$ cat src/sv/erlwa_pkg.sv
package erlwa_pkg;

    localparam int COUNT_BITS_DEF = 16;

    localparam int CFG_ADDR_BITS = 5;
    localparam int CFG_DATA_BITS = 32;

    localparam logic [2:0] REG_TRIGGER_START  = 3'd0;
    localparam logic [2:0] REG_TRIGGER_END    = 3'd1;
    localparam logic [2:0] REG_ECHO_MIN_TICKS = 3'd2;
    localparam logic [2:0] REG_ECHO_MAX_TICKS = 3'd3;
    localparam logic [2:0] REG_LIMIT_CEILING  = 3'd4;
    localparam logic [2:0] REG_LIMIT_STEP     = 3'd5;

    localparam logic [15:0] TRIGGER_START_RST  = 16'd3500;
    localparam logic [15:0] TRIGGER_END_RST    = 16'd3502;
    localparam logic [15:0] ECHO_MIN_TICKS_RST = 16'd10;
    localparam logic [15:0] ECHO_MAX_TICKS_RST = 16'd6000;
    localparam logic [11:0] LIMIT_CEILING_RST  = 12'd2000;
    localparam logic [6:0]  LIMIT_STEP_RST     = 7'd10;
    localparam logic [11:0] MAX_LIMIT_RST      = 12'd1000;

    // floor(w * 1700 / 10000) = (w * 17 * ceil(2^32 / 100)) >> 32 for 16-bit w
    localparam logic [29:0] LEVEL_MUL   = 30'd730144441;
    localparam int          LEVEL_SHIFT = 32;

    typedef struct packed {
        logic func;
        logic echo_high;
        logic key_max_up;
        logic key_max_down;
        logic key_min_up;
        logic key_min_down;
    } req_word_t;

    typedef struct packed {
        logic        trigger_out;
        logic        alarm_out;
        logic [13:0] level_mm;
        logic        report_valid;
        logic [11:0] report_value;
    } res_word_t;

    typedef struct packed {
        logic [15:0] trigger_start;
        logic [15:0] trigger_end;
        logic [15:0] echo_min_ticks;
        logic [15:0] echo_max_ticks;
        logic [11:0] limit_ceiling;
        logic [6:0]  limit_step;
    } cfg_t;

endpackage

$ cat src/sv/erlwa_cfg_regs.sv
module erlwa_cfg_regs
(
    input  logic                                  clk,
    input  logic                                  rst_n,
    input  logic                                  psel,
    input  logic                                  penable,
    input  logic                                  pwrite,
    input  logic [erlwa_pkg::CFG_ADDR_BITS-1:0]   paddr,
    input  logic [erlwa_pkg::CFG_DATA_BITS-1:0]   pwdata,
    output logic [erlwa_pkg::CFG_DATA_BITS-1:0]   prdata,
    output logic                                  pready,
    output erlwa_pkg::cfg_t                       cfg
);

    erlwa_pkg::cfg_t cfg_reg;
    logic [2:0]      reg_idx;
    logic            wr_en;

    assign reg_idx = paddr[4:2];
    assign wr_en   = psel && penable && pwrite;
    assign pready  = 1'b1;
    assign cfg     = cfg_reg;

    always_ff @(posedge clk or negedge rst_n)
    begin
        if (!rst_n)
        begin
            cfg_reg.trigger_start  <= erlwa_pkg::TRIGGER_START_RST;
            cfg_reg.trigger_end    <= erlwa_pkg::TRIGGER_END_RST;
            cfg_reg.echo_min_ticks <= erlwa_pkg::ECHO_MIN_TICKS_RST;
            cfg_reg.echo_max_ticks <= erlwa_pkg::ECHO_MAX_TICKS_RST;
            cfg_reg.limit_ceiling  <= erlwa_pkg::LIMIT_CEILING_RST;
            cfg_reg.limit_step     <= erlwa_pkg::LIMIT_STEP_RST;
        end
        else if (wr_en)
        begin
            unique case (reg_idx)
                erlwa_pkg::REG_TRIGGER_START:  cfg_reg.trigger_start  <= pwdata[15:0];
                erlwa_pkg::REG_TRIGGER_END:    cfg_reg.trigger_end    <= pwdata[15:0];
                erlwa_pkg::REG_ECHO_MIN_TICKS: cfg_reg.echo_min_ticks <= pwdata[15:0];
                erlwa_pkg::REG_ECHO_MAX_TICKS: cfg_reg.echo_max_ticks <= pwdata[15:0];
                erlwa_pkg::REG_LIMIT_CEILING:  cfg_reg.limit_ceiling  <= pwdata[11:0];
                erlwa_pkg::REG_LIMIT_STEP:     cfg_reg.limit_step     <= pwdata[6:0];
                default:
                begin
                end
            endcase
        end
    end

    always_comb
    begin
        unique case (reg_idx)
            erlwa_pkg::REG_TRIGGER_START:  prdata = {16'd0, cfg_reg.trigger_start};
            erlwa_pkg::REG_TRIGGER_END:    prdata = {16'd0, cfg_reg.trigger_end};
            erlwa_pkg::REG_ECHO_MIN_TICKS: prdata = {16'd0, cfg_reg.echo_min_ticks};
            erlwa_pkg::REG_ECHO_MAX_TICKS: prdata = {16'd0, cfg_reg.echo_max_ticks};
            erlwa_pkg::REG_LIMIT_CEILING:  prdata = {20'd0, cfg_reg.limit_ceiling};
            erlwa_pkg::REG_LIMIT_STEP:     prdata = {25'd0, cfg_reg.limit_step};
            default:                       prdata = '0;
        endcase
    end

endmodule

$ cat src/sv/erlwa_skid.sv
module erlwa_skid
(
    input  logic                  clk,
    input  logic                  rst_n,
    input  logic                  load,
    input  erlwa_pkg::res_word_t  load_word,
    output logic                  full,
    output logic                  res_valid,
    input  logic                  res_stall,
    output erlwa_pkg::res_word_t  res_data
);

    logic                 out_valid_reg;
    erlwa_pkg::res_word_t out_word_reg;
    logic                 skid_valid_reg;
    erlwa_pkg::res_word_t skid_word_reg;
    logic                 out_free;

    assign out_free  = !out_valid_reg || !res_stall;
    assign full      = skid_valid_reg;
    assign res_valid = out_valid_reg;
    assign res_data  = out_word_reg;

    always_ff @(posedge clk or negedge rst_n)
    begin
        if (!rst_n)
        begin
            out_valid_reg  <= 1'b0;
            skid_valid_reg <= 1'b0;
        end
        else if (out_free)
        begin
            out_valid_reg  <= skid_valid_reg || load;
            skid_valid_reg <= 1'b0;
        end
        else if (load)
        begin
            skid_valid_reg <= 1'b1;
        end
    end

    always_ff @(posedge clk)
    begin
        if (out_free)
        begin
            out_word_reg <= skid_valid_reg ? skid_word_reg : load_word;
        end
        else if (load)
        begin
            skid_word_reg <= load_word;
        end
    end

endmodule

$ cat src/sv/echo_ranger_level_window_alarm.sv
// ultrasonic echo ranger with a level window alarm
//
// request channel (req_valid / req_stall / req_data): one tick word per cycle while req_stall is low;
//   func 0 is a fast ranging tick using echo_high, func 1 a slow key and
//   alarm tick using the four key presses
// result channel (res_valid / res_stall / res_data): exactly one word per
//   request word, in order, carrying trigger and alarm pins, the level in mm
//   and any limit change report
// result path: each result is registered in the result register, via the skid stage while stalled
// throughput: one word per cycle while req_stall is low; all state updates for a tick are settled
//   in the cycle it is taken, and the result register plus a one-word skid
//   stage let the next word in while a result waits
// stall: when the receiver stalls, one more word is taken into the skid
//   stage, then req_stall rises until the result register drains
// reset: counters, level and min limit clear, max limit goes to 1000, pins
//   low, configuration registers take their defaults, both buffers empty
// configuration: APB writes, one register per 4-byte slot, always ready;
//   write only while no result is outstanding
module echo_ranger_level_window_alarm
#(
    parameter int COUNT_BITS = erlwa_pkg::COUNT_BITS_DEF
)
(
    input  logic                                clk,
    input  logic                                rst_n,
    input  logic                                req_valid,
    output logic                                req_stall,
    input  erlwa_pkg::req_word_t                req_data,
    output logic                                res_valid,
    input  logic                                res_stall,
    output erlwa_pkg::res_word_t                res_data,
    input  logic                                psel,
    input  logic                                penable,
    input  logic                                pwrite,
    input  logic [erlwa_pkg::CFG_ADDR_BITS-1:0] paddr,
    input  logic [erlwa_pkg::CFG_DATA_BITS-1:0] pwdata,
    output logic [erlwa_pkg::CFG_DATA_BITS-1:0] prdata,
    output logic                                pready
);

    localparam int CMP_BITS = (COUNT_BITS > 16) ? COUNT_BITS : 16;
    localparam int PROD_BITS = 46;

    erlwa_pkg::cfg_t      cfg;
    erlwa_pkg::res_word_t res_word;
    logic                 skid_full;
    logic                 req_fire;

    logic [COUNT_BITS-1:0] trig_cnt_reg, trig_cnt_next;
    logic [COUNT_BITS-1:0] echo_w_reg, echo_w_next;
    logic [13:0]           level_reg, level_next;
    logic [11:0]           max_lim_reg, max_lim_next;
    logic [11:0]           min_lim_reg, min_lim_next;
    logic                  trig_pin_reg, trig_pin_next;
    logic                  alarm_pin_reg, alarm_pin_next;

    logic [COUNT_BITS-1:0] trig_inc;
    logic [COUNT_BITS-1:0] echo_inc;
    logic [CMP_BITS-1:0]   trig_ext;
    logic [CMP_BITS-1:0]   echo_ext;
    logic                  echo_ok;
    logic [15:0]           echo16;
    logic [PROD_BITS-1:0]  lvl_prod;

    logic [12:0] max_plus;
    logic [12:0] min_plus;
    logic        rep_changed;
    logic [11:0] rep_val;

    erlwa_cfg_regs u_cfg
    (
        .clk     (clk),
        .rst_n   (rst_n),
        .psel    (psel),
        .penable (penable),
        .pwrite  (pwrite),
        .paddr   (paddr),
        .pwdata  (pwdata),
        .prdata  (prdata),
        .pready  (pready),
        .cfg     (cfg)
    );

    assign req_stall = skid_full;
    assign req_fire  = req_valid && !skid_full;

    // fast tick datapath
    assign trig_inc = (&trig_cnt_reg) ? trig_cnt_reg : trig_cnt_reg + 1'b1;
    assign echo_inc = (&echo_w_reg) ? echo_w_reg : echo_w_reg + 1'b1;
    assign trig_ext = CMP_BITS'(trig_inc);
    assign echo_ext = CMP_BITS'(echo_w_reg);
    assign echo_ok  = (echo_ext > CMP_BITS'(cfg.echo_min_ticks))
                   && (echo_ext < CMP_BITS'(cfg.echo_max_ticks));
    assign echo16   = echo_ext[15:0];
    assign lvl_prod = PROD_BITS'(echo16) * PROD_BITS'(erlwa_pkg::LEVEL_MUL);

    // slow tick datapath
    assign max_plus = {1'b0, max_lim_reg} + {6'd0, cfg.limit_step};
    assign min_plus = {1'b0, min_lim_reg} + {6'd0, cfg.limit_step};

    always_comb
    begin
        trig_cnt_next  = trig_cnt_reg;
        echo_w_next    = echo_w_reg;
        level_next     = level_reg;
        max_lim_next   = max_lim_reg;
        min_lim_next   = min_lim_reg;
        trig_pin_next  = trig_pin_reg;
        alarm_pin_next = alarm_pin_reg;
        rep_changed    = 1'b0;
        rep_val        = '0;

        if (!req_data.func)
        begin
            trig_pin_next = (trig_ext >= CMP_BITS'(cfg.trigger_start))
                         && (trig_ext <= CMP_BITS'(cfg.trigger_end));
            if (req_data.echo_high)
            begin
                echo_w_next   = echo_inc;
                trig_cnt_next = '0;
            end
            else
            begin
                trig_cnt_next = trig_inc;
                echo_w_next   = '0;
                if (echo_ok)
                begin
                    level_next = lvl_prod[erlwa_pkg::LEVEL_SHIFT+13:erlwa_pkg::LEVEL_SHIFT];
                end
            end
        end
        else
        begin
            if (req_data.key_max_up && (max_lim_reg < cfg.limit_ceiling))
            begin
                max_lim_next = (max_plus > {1'b0, cfg.limit_ceiling})
                             ? cfg.limit_ceiling : max_plus[11:0];
                rep_changed  = (max_lim_next != max_lim_reg);
                rep_val      = max_lim_next;
            end
            else if (req_data.key_max_down && (max_lim_reg > min_lim_reg))
            begin
                max_lim_next = ({1'b0, max_lim_reg} >= min_plus)
                             ? max_lim_reg - {5'd0, cfg.limit_step} : min_lim_reg;
                rep_changed  = (max_lim_next != max_lim_reg);
                rep_val      = max_lim_next;
            end
            else if (req_data.key_min_up && (min_lim_reg < max_lim_reg))
            begin
                min_lim_next = (min_plus > {1'b0, max_lim_reg})
                             ? max_lim_reg : min_plus[11:0];
                rep_changed  = (min_lim_next != min_lim_reg);
                rep_val      = min_lim_next;
            end
            else if (req_data.key_min_down && (min_lim_reg != 12'd0))
            begin
                min_lim_next = (min_lim_reg >= {5'd0, cfg.limit_step})
                             ? min_lim_reg - {5'd0, cfg.limit_step} : 12'd0;
                rep_changed  = (min_lim_next != min_lim_reg);
                rep_val      = min_lim_next;
            end
            alarm_pin_next = (level_reg < {2'd0, min_lim_next})
                          || (level_reg > {2'd0, max_lim_next});
        end
    end

    always_comb
    begin
        res_word.trigger_out  = trig_pin_next;
        res_word.alarm_out    = alarm_pin_next;
        res_word.level_mm     = level_next;
        res_word.report_valid = rep_changed;
        res_word.report_value = rep_changed ? rep_val : 12'd0;
    end

    always_ff @(posedge clk or negedge rst_n)
    begin
        if (!rst_n)
        begin
            trig_cnt_reg  <= '0;
            echo_w_reg    <= '0;
            level_reg     <= '0;
            max_lim_reg   <= erlwa_pkg::MAX_LIMIT_RST;
            min_lim_reg   <= '0;
            trig_pin_reg  <= 1'b0;
            alarm_pin_reg <= 1'b0;
        end
        else if (req_fire)
        begin
            trig_cnt_reg  <= trig_cnt_next;
            echo_w_reg    <= echo_w_next;
            level_reg     <= level_next;
            max_lim_reg   <= max_lim_next;
            min_lim_reg   <= min_lim_next;
            trig_pin_reg  <= trig_pin_next;
            alarm_pin_reg <= alarm_pin_next;
        end
    end

    erlwa_skid u_skid
    (
        .clk       (clk),
        .rst_n     (rst_n),
        .load      (req_fire),
        .load_word (res_word),
        .full      (skid_full),
        .res_valid (res_valid),
        .res_stall (res_stall),
        .res_data  (res_data)
    );

endmodule
$ cat config.mk
export PLATFORM = sky130hd
export DESIGN_NAME = echo_ranger_level_window_alarm
export DESIGN_NICKNAME = d
export VERILOG_FILES = /design/src/sv/erlwa_pkg.sv /design/src/sv/erlwa_cfg_regs.sv /design/src/sv/erlwa_skid.sv /design/src/sv/echo_ranger_level_window_alarm.sv
export SDC_FILE = /design/constraint.sdc
export NUM_CORES = 1
export LEC_CHECK = 0
export ABC_AREA = 1
export ABC_CLOCK_PERIOD_IN_PS = 6500
export BUFFER_PORTS_ARGS = -buffer_cell sky130_fd_sc_hd__buf_2
export CORE_AREA = 2 2 213 215
export DETAILED_ROUTE_END_ITERATION = 7
export DIE_AREA = 0 0 215 217
export PLACE_DENSITY = 0.76
export SYNTH_ARGS = -nofsm -noshare
export SYNTH_HDL_FRONTEND = slang
export SYNTH_SLANG_ARGS = --single-unit
$ cat constraint.sdc
create_clock -name clk -period 6.5 [get_ports clk]
set_input_delay 0.325 -clock clk [delete_from_list [all_inputs] [get_ports clk]]
set_output_delay 0.325 -clock clk [all_outputs]
set_load 0.02 [all_outputs]
==> run metrics, run 1 <==
Mean Syn Cell Area=7.66 um2; Internal=0.00511 W; Die H=217 um; status=finished clean; CP peak stage delay=0.61 ns; CTS sink cnt=215; final setup violation count=0; DP Wirelength=55700 um; DRC=0; flop-to-flop setup slack=0.36 ns; post-synthesis cell area=24100 um2; Net Sw Power=0.00594 W; hold path endpoint=u_skid.res_valid; initial antenna violation count=0; CP Capture Type=flop; Max-Cap Viols=0; antenna viol nets, final=0; Post-synth ARST share=0.730; post-synthesis mux area share=0; # diodes=0; layout cell share with drive strength beyond 1=0.0829; critical path class=reg2reg; cell breakdown of the critical path=fa_1, inv_1, fa_1, inv_1, fa_1, fa_1, inv_1, fa_1, inv_1, fa_1, ha_1, a21oi_1, o21ai_0, a21oi_1, or2_2, nand4_1, a21oi_2, o21ai_0, xnor2_1, nand2_1, nand3_1, nand2_1; Fin Hold WS=0.0175 ns; largest family of logic cells by synthesized area=adder cells; CP Launch Point=echo16[13]; vias in the first global route=20.6k; Final period util=0.945; Register Area=5720 um2; drt wl/cell=18.1 um; Final Hold Viols=0; Critical Path RT=6.79 ns; commonest non-fill, non-tap cell in the layout=nand2_1; Nets=3757; port bufs=78; sequential share of power=0.195; CTS tree=built; unrepaired setup endpoints after global routing=no; Skew-Pair Late Insertion Delay=0.57 ns; VDD IR max=0.345 mV; fin util=0.582; most frequent CP cell=fa_1; Compound-Gate Fraction of Synth Area=0.120; TritonCTS buffer count=26; Post-synth EDFFs=58; Area growth syn-to-layout=7.97%; hold_sp=req_valid; Hold Path Depth=3; Crit Reg-Reg Startpoint=echo16[13]; worst slew pin tran=1.05 ns; top_reg_cell synth=dfrtp_1; multi-input combinational cell area=15700 um2; Synth Area in XOR/XNOR=0.0185; Power Density=425 nW/um2; critical path buffer and inverter count=4; CP max FO=8; Routed WL=69500 um; clock group share of total power=0.129; Synth Register Bits=215; Clock Tree Buf Depth=3; Worst setup SP type=flop; First-pass DRT Iterations=6; row count=78; io pins=114; cell count after synthesis=3145; count of cell types in the netlist=58; DR vias=21.3k; final design area excluding fillers=26000 um2; GRT Resource Usage Total=0.301; kind of cell adding the most delay to the critical path=adder cells; die area=46700 um2; Initial Utilization=0.539; Clock Skew=0.0447 ns; largest net degree at the start of global routing=99; routability cong.=1.03; Hold Path Class=in2reg; Ys Warns=0; Synth Area in Adders=0.298; CP max-delay cell=fa_1; Fin Setup TNS=0 ns; Static Leak=13.8 nW; Fillers=4116; Logic pwr share=0.675; sw frac=0.538; most frequent cells in the layout=nand2_1 (688), inv_1 (573), ha_1 (333), o21ai_0 (245), nand3_1 (186); Tmin final=6.14 ns; FMAX=163 MHz; first-pass GRT wire length=111000 um; max reg flops=83; Cell Area, Placed=25100 um2; Die W=215 um; r2r endpoint=u_skid.res_data[21]; DR iter-0 viols=2359; Vias/cell=5.55; Worst slew margin=0.300; reg2reg path depth=22; post-synthesis simple-gate area fraction=0.212; register area share after synthesis=0.237; htree depth=1; GRT overflow=0; WP data arrival=6.43 ns; clock transition at the registers of the reported paths=0.07 ns; CTS root buf=clkbuf_16; core box area=44700 um2; fin. max-slew vios=0
-- cell type report --
cell class	instances	share of cell area
Clock buffer	36	0.0276
Clock inverter	12	0.00409
Inverter	589	0.0850
Multi-Input combinational cell	2262	0.604
Sequential cell	215	0.220
Tap cell	600	0.0289
Timing Repair Buffer	129	0.0303
-- kinds of logic (layout without fill, tap and decap cells) --
group           Yosys count  count (layout)
simple gates           1197            1197
xor+xnor                 51              51
compound gates          513             513
flops                   215             215
buf+inv                 683             766
fa+ha+maj               484             484
other cells               2              17
-- metrics by stage --
stage	worst slack [ns]	total power [W]	cells
6_report	0.359	0.0110	3843
5_1_grt	0.00172	0.0121	3843
4_1_cts	0.325	0.0109	3843
3_5_place_dp	0.399	0.00938	3791
3_3_place_gp	0.459	0.00928	3791
2_1_floorplan	0.814	0.00751	3160
-- metal layers --
layer,GRT usage,vias to the layer above,share of wire
met5,0,-,0
met4,0.117,0,0.043
met3,0.0303,178,0.078
met2,0.489,907,0.45
met1,0.416,9917,0.43
li1,-,10344,-
-- worst min-delay path, cell delays in order --
cell and delay, ns:
buf_2 0.10, nor2_1 0.05, nand2_1 0.05
-- Yosys cell counts, drive strengths merged, types with 7 or more instances --
library cell / instances / area, um2
a221oi: 9 / 78.8
o211ai: 14 / 105
dfrtp: 119 / 2980
or2: 9 / 56.3
dfstp: 38 / 998
nand4: 56 / 357
o21ai: 251 / 1260
nor2: 192 / 763
a21oi: 150 / 762
nor4: 7 / 43.8
edfxtp: 58 / 1740
clkbuf: 48 / 181
o21a: 8 / 60.1
buf: 46 / 349
nand3: 188 / 951
nor3: 38 / 200
o21bai: 8 / 60.1
o221ai: 16 / 140
inv: 584 / 2190
o22ai: 21 / 131
nand2: 699 / 2680
fa: 151 / 3020
ha: 333 / 4170
xor2: 46 / 403
-- power by group through the flow --
stage	clock network, W	logic (W)	registers, W
global placement	0	0.00713	0.00215
finish	0.00143	0.00746	0.00216
floorplan	0	0.00538	0.00213
global route	0.00149	0.00842	0.00219
detailed placement	0	0.00722	0.00216
CTS	0.00144	0.00729	0.00214
-- timing repair --
action / 4_1_cts / 5_1_grt
gates resized for setup: 0 / 8
hold endpoints to repair: 79 / 0
buffers inserted: 0 / 0
hold buffers: 4 / 0
setup endpoints to repair: 0 / 8
-- worst max path at each step --
stage | to | cells after the start | slack [ns]
after global placement | u_skid.res_data[21] | 22 | 0.46
after floorplan | u_skid.res_data[21] | 23 | 0.81
after global routing | u_skid.res_data[21] | 22 | 0.002
after CTS | u_skid.res_data[21] | 23 | 0.32
after detailed placement | u_skid.res_data[21] | 23 | 0.40
final | u_skid.res_data[21] | 22 | 0.36
Note: power is estimated with default switching activity, not from simulation.
==> inputs of run 2 (changes only) <==
- ABC_CLOCK_PERIOD_IN_PS: 6500 -> 6800
- clock period: 6.5 -> 6.8 ns (I/O delays scaled with it)
==> run 2 against run 1 <==
  * Maximum frequency is 2.9% lower
  * Utilization is 0.17 points lower
  * Worst setup slack improved by 0.12 ns
  * Non-clock buffer count down 6
  * Combinational power decreased by 4.6%
  * Wire length grew 1.1%
  * Sequential power shrank 5%
  * Design area shrank 0.29%
  * Power down 4.3%
  * Critical path type unchanged
  * Largest cell class unchanged
  * Largest power group unchanged
==> run metrics, run 2 (synthesis results as in run 1) <==
status=finished clean; FMAX=158 MHz; Initial Utilization=0.539; Worst setup SP type=flop; Area growth syn-to-layout=7.65%; Critical Path RT=7.11 ns; htree depth=1; sequential share of power=0.195; Routed WL=70300 um; core box area=44700 um2; Net Sw Power=0.00569 W; row count=78; CTS tree=built; top layer used by detailed routing=met4; clock transition at the registers of the reported paths=0.06 ns; Final Hold Viols=0; Worst slew margin=0.298; CP peak stage delay=0.71 ns; Crit Reg-Reg Startpoint=echo16[2]; TritonCTS buffer count=25; First-pass DRT Iterations=6; VDD IR max=0.262 mV; DR vias=21.5k; most frequent cells in the layout=nand2_1 (688), inv_1 (573), ha_1 (333), o21ai_0 (246), nand3_1 (186); GRT overflow=0; hold_sp=pwdata[15]; WP data arrival=6.63 ns; CP max-delay cell=fa_1; r2r endpoint=u_skid.res_data[21]; layout cell share with drive strength beyond 1=0.0804; Internal=0.00488 W; CP max FO=8; Die H=217 um; flop-to-flop setup slack=0.48 ns; worst slew pin tran=1.05 ns; Final period util=0.930; port bufs=78; DR iter-0 viols=2137; Met1 Wirelength=29700 um; cell breakdown of the critical path=fa_1, inv_1, fa_1, fa_1, inv_1, fa_1, inv_1, fa_1, fa_1, inv_1, ha_1, a21oi_1, o21ai_0, a21oi_1, o21ai_0, nand2_1, nand4_1, a21oi_1, o21ai_0, xnor2_1, nand2_1, nand3_1, nand2_1; most frequent CP cell=fa_1; antenna viol nets, final=0; # diodes=0; fin. max-slew vios=0; Met2 Routed Length=31900 um; Die W=215 um; Skew-Pair Late Insertion Delay=0.57 ns; critical path class=reg2reg; Power Density=408 nW/um2; Nets=3750; Max-Cap Viols=0; Clock Tree Buf Depth=3; hold path endpoint=u_cfg.cfg[82]; die area=46700 um2; unrepaired setup endpoints after global routing=no; Hold Path Class=in2reg; Logic pwr share=0.673; routability cong.=0.983; drt wl/cell=18.3 um; Tmin final=6.32 ns; largest net degree at the start of global routing=92; total chip power=0.0106 W; vias in the first global route=21.2k; GRT Resource Usage Total=0.306; postcts setup bufs=0; first-pass GRT wire length=113000 um; DP Wirelength=56300 um; CP Capture Type=flop; CTS sink cnt=215; commonest non-fill, non-tap cell in the layout=nand2_1; max reg flops=83; final setup violation count=0; WL met3=5660 um; io pins=114; Vias/cell=5.59; clock group share of total power=0.132; initial antenna violation count=0; CTS root buf=clkbuf_16; Hold Path Depth=3; Fin Setup TNS=0 ns; Clock Skew=0.0188 ns; Static Leak=13.7 nW; reg2reg path depth=23; DRC=0; sw frac=0.538
## run 2: cell count changes in the layout (fill, tap and decap cells not counted), sizes merged
cell,before,now
clkbuf,36,27
clkinvlp,1,3
bufinv,1,3
buf,125,120
inv,586,588
dlygate4sd3,4,3
clkinv,13,14
## run 2: worst max-delay path by stage
stage          startpoint                   to  slack (ns)  cells past startpoint
2_1_floorplan   echo16[4]  u_skid.res_data[21]        1.11                     23
6_report        echo16[2]  u_skid.res_data[21]        0.48                     23
3_5_place_dp    echo16[6]  u_skid.res_data[21]        0.60                     26
3_3_place_gp   echo16[14]  u_skid.res_data[21]        0.70                     22
4_1_cts         echo16[2]  u_skid.res_data[21]        0.54                     23
5_1_grt         echo16[6]  u_skid.res_data[21]        0.10                     26
## run 2: repair_timing
item                                    4_1_cts  5_1_grt
gates resized for setup                       0        0
hold buffers                                  3        0
hold endpoints to repair                     73        0
endpoints found under the setup margin        0        0
## run 2: power by group through the flow
stage	Sequential (W)	Combinational [W]	Clock, W
global placement	0.00205	0.00681	0
global route	0.00209	0.00803	0.00147
CTS	0.00204	0.00696	0.00141
detailed placement	0.00206	0.00690	0
finish	0.00206	0.00712	0.00140
floorplan	0.00204	0.00514	0
## run 2: routing by layer
metal / track usage / vias to the layer above
met4: 0.120 / 0
met2: 0.501 / 851
met1: 0.408 / 10100
met5: 0 / -
li1: - / 10335
met3: 0.0493 / 164
## run 2: worst max-delay path, delay by kind of cell (launching register included)
family,cells,cell delay (ns)
XOR/XNOR,1,0.25
AO/OA/AOI/OAI,6,1.06
adder cells (fa/ha/maj),7,3.43
flip-flops,1,0.57
AND/OR/NAND/NOR,5,0.51
buffers and inverters,4,0.26
## run 2: final cells by class
class	instances	area, um2
clock buffers	27	633
well taps	600	751
repair buffers	123	742
multi-input cells	2262	15700
fillers	4214	18800
flip-flops and latches	215	5720
inverters	589	2210
clock inverters	19	186
## run 2: metrics by stage
step                      setup slack (ns)  std cells  utilization  hold WS [ns]  area, um2
after floorplan                       1.11       3160            -        0.0444      24200
after global placement               0.703       3786        0.561         0.466      25100
after detailed placement             0.604       3786        0.561         0.474      25100
after CTS                            0.544       3835        0.580       0.00595      25900
after global routing                 0.105       3835        0.580        0.0265      25900
final                                0.477       3835        0.580        0.0127      25900
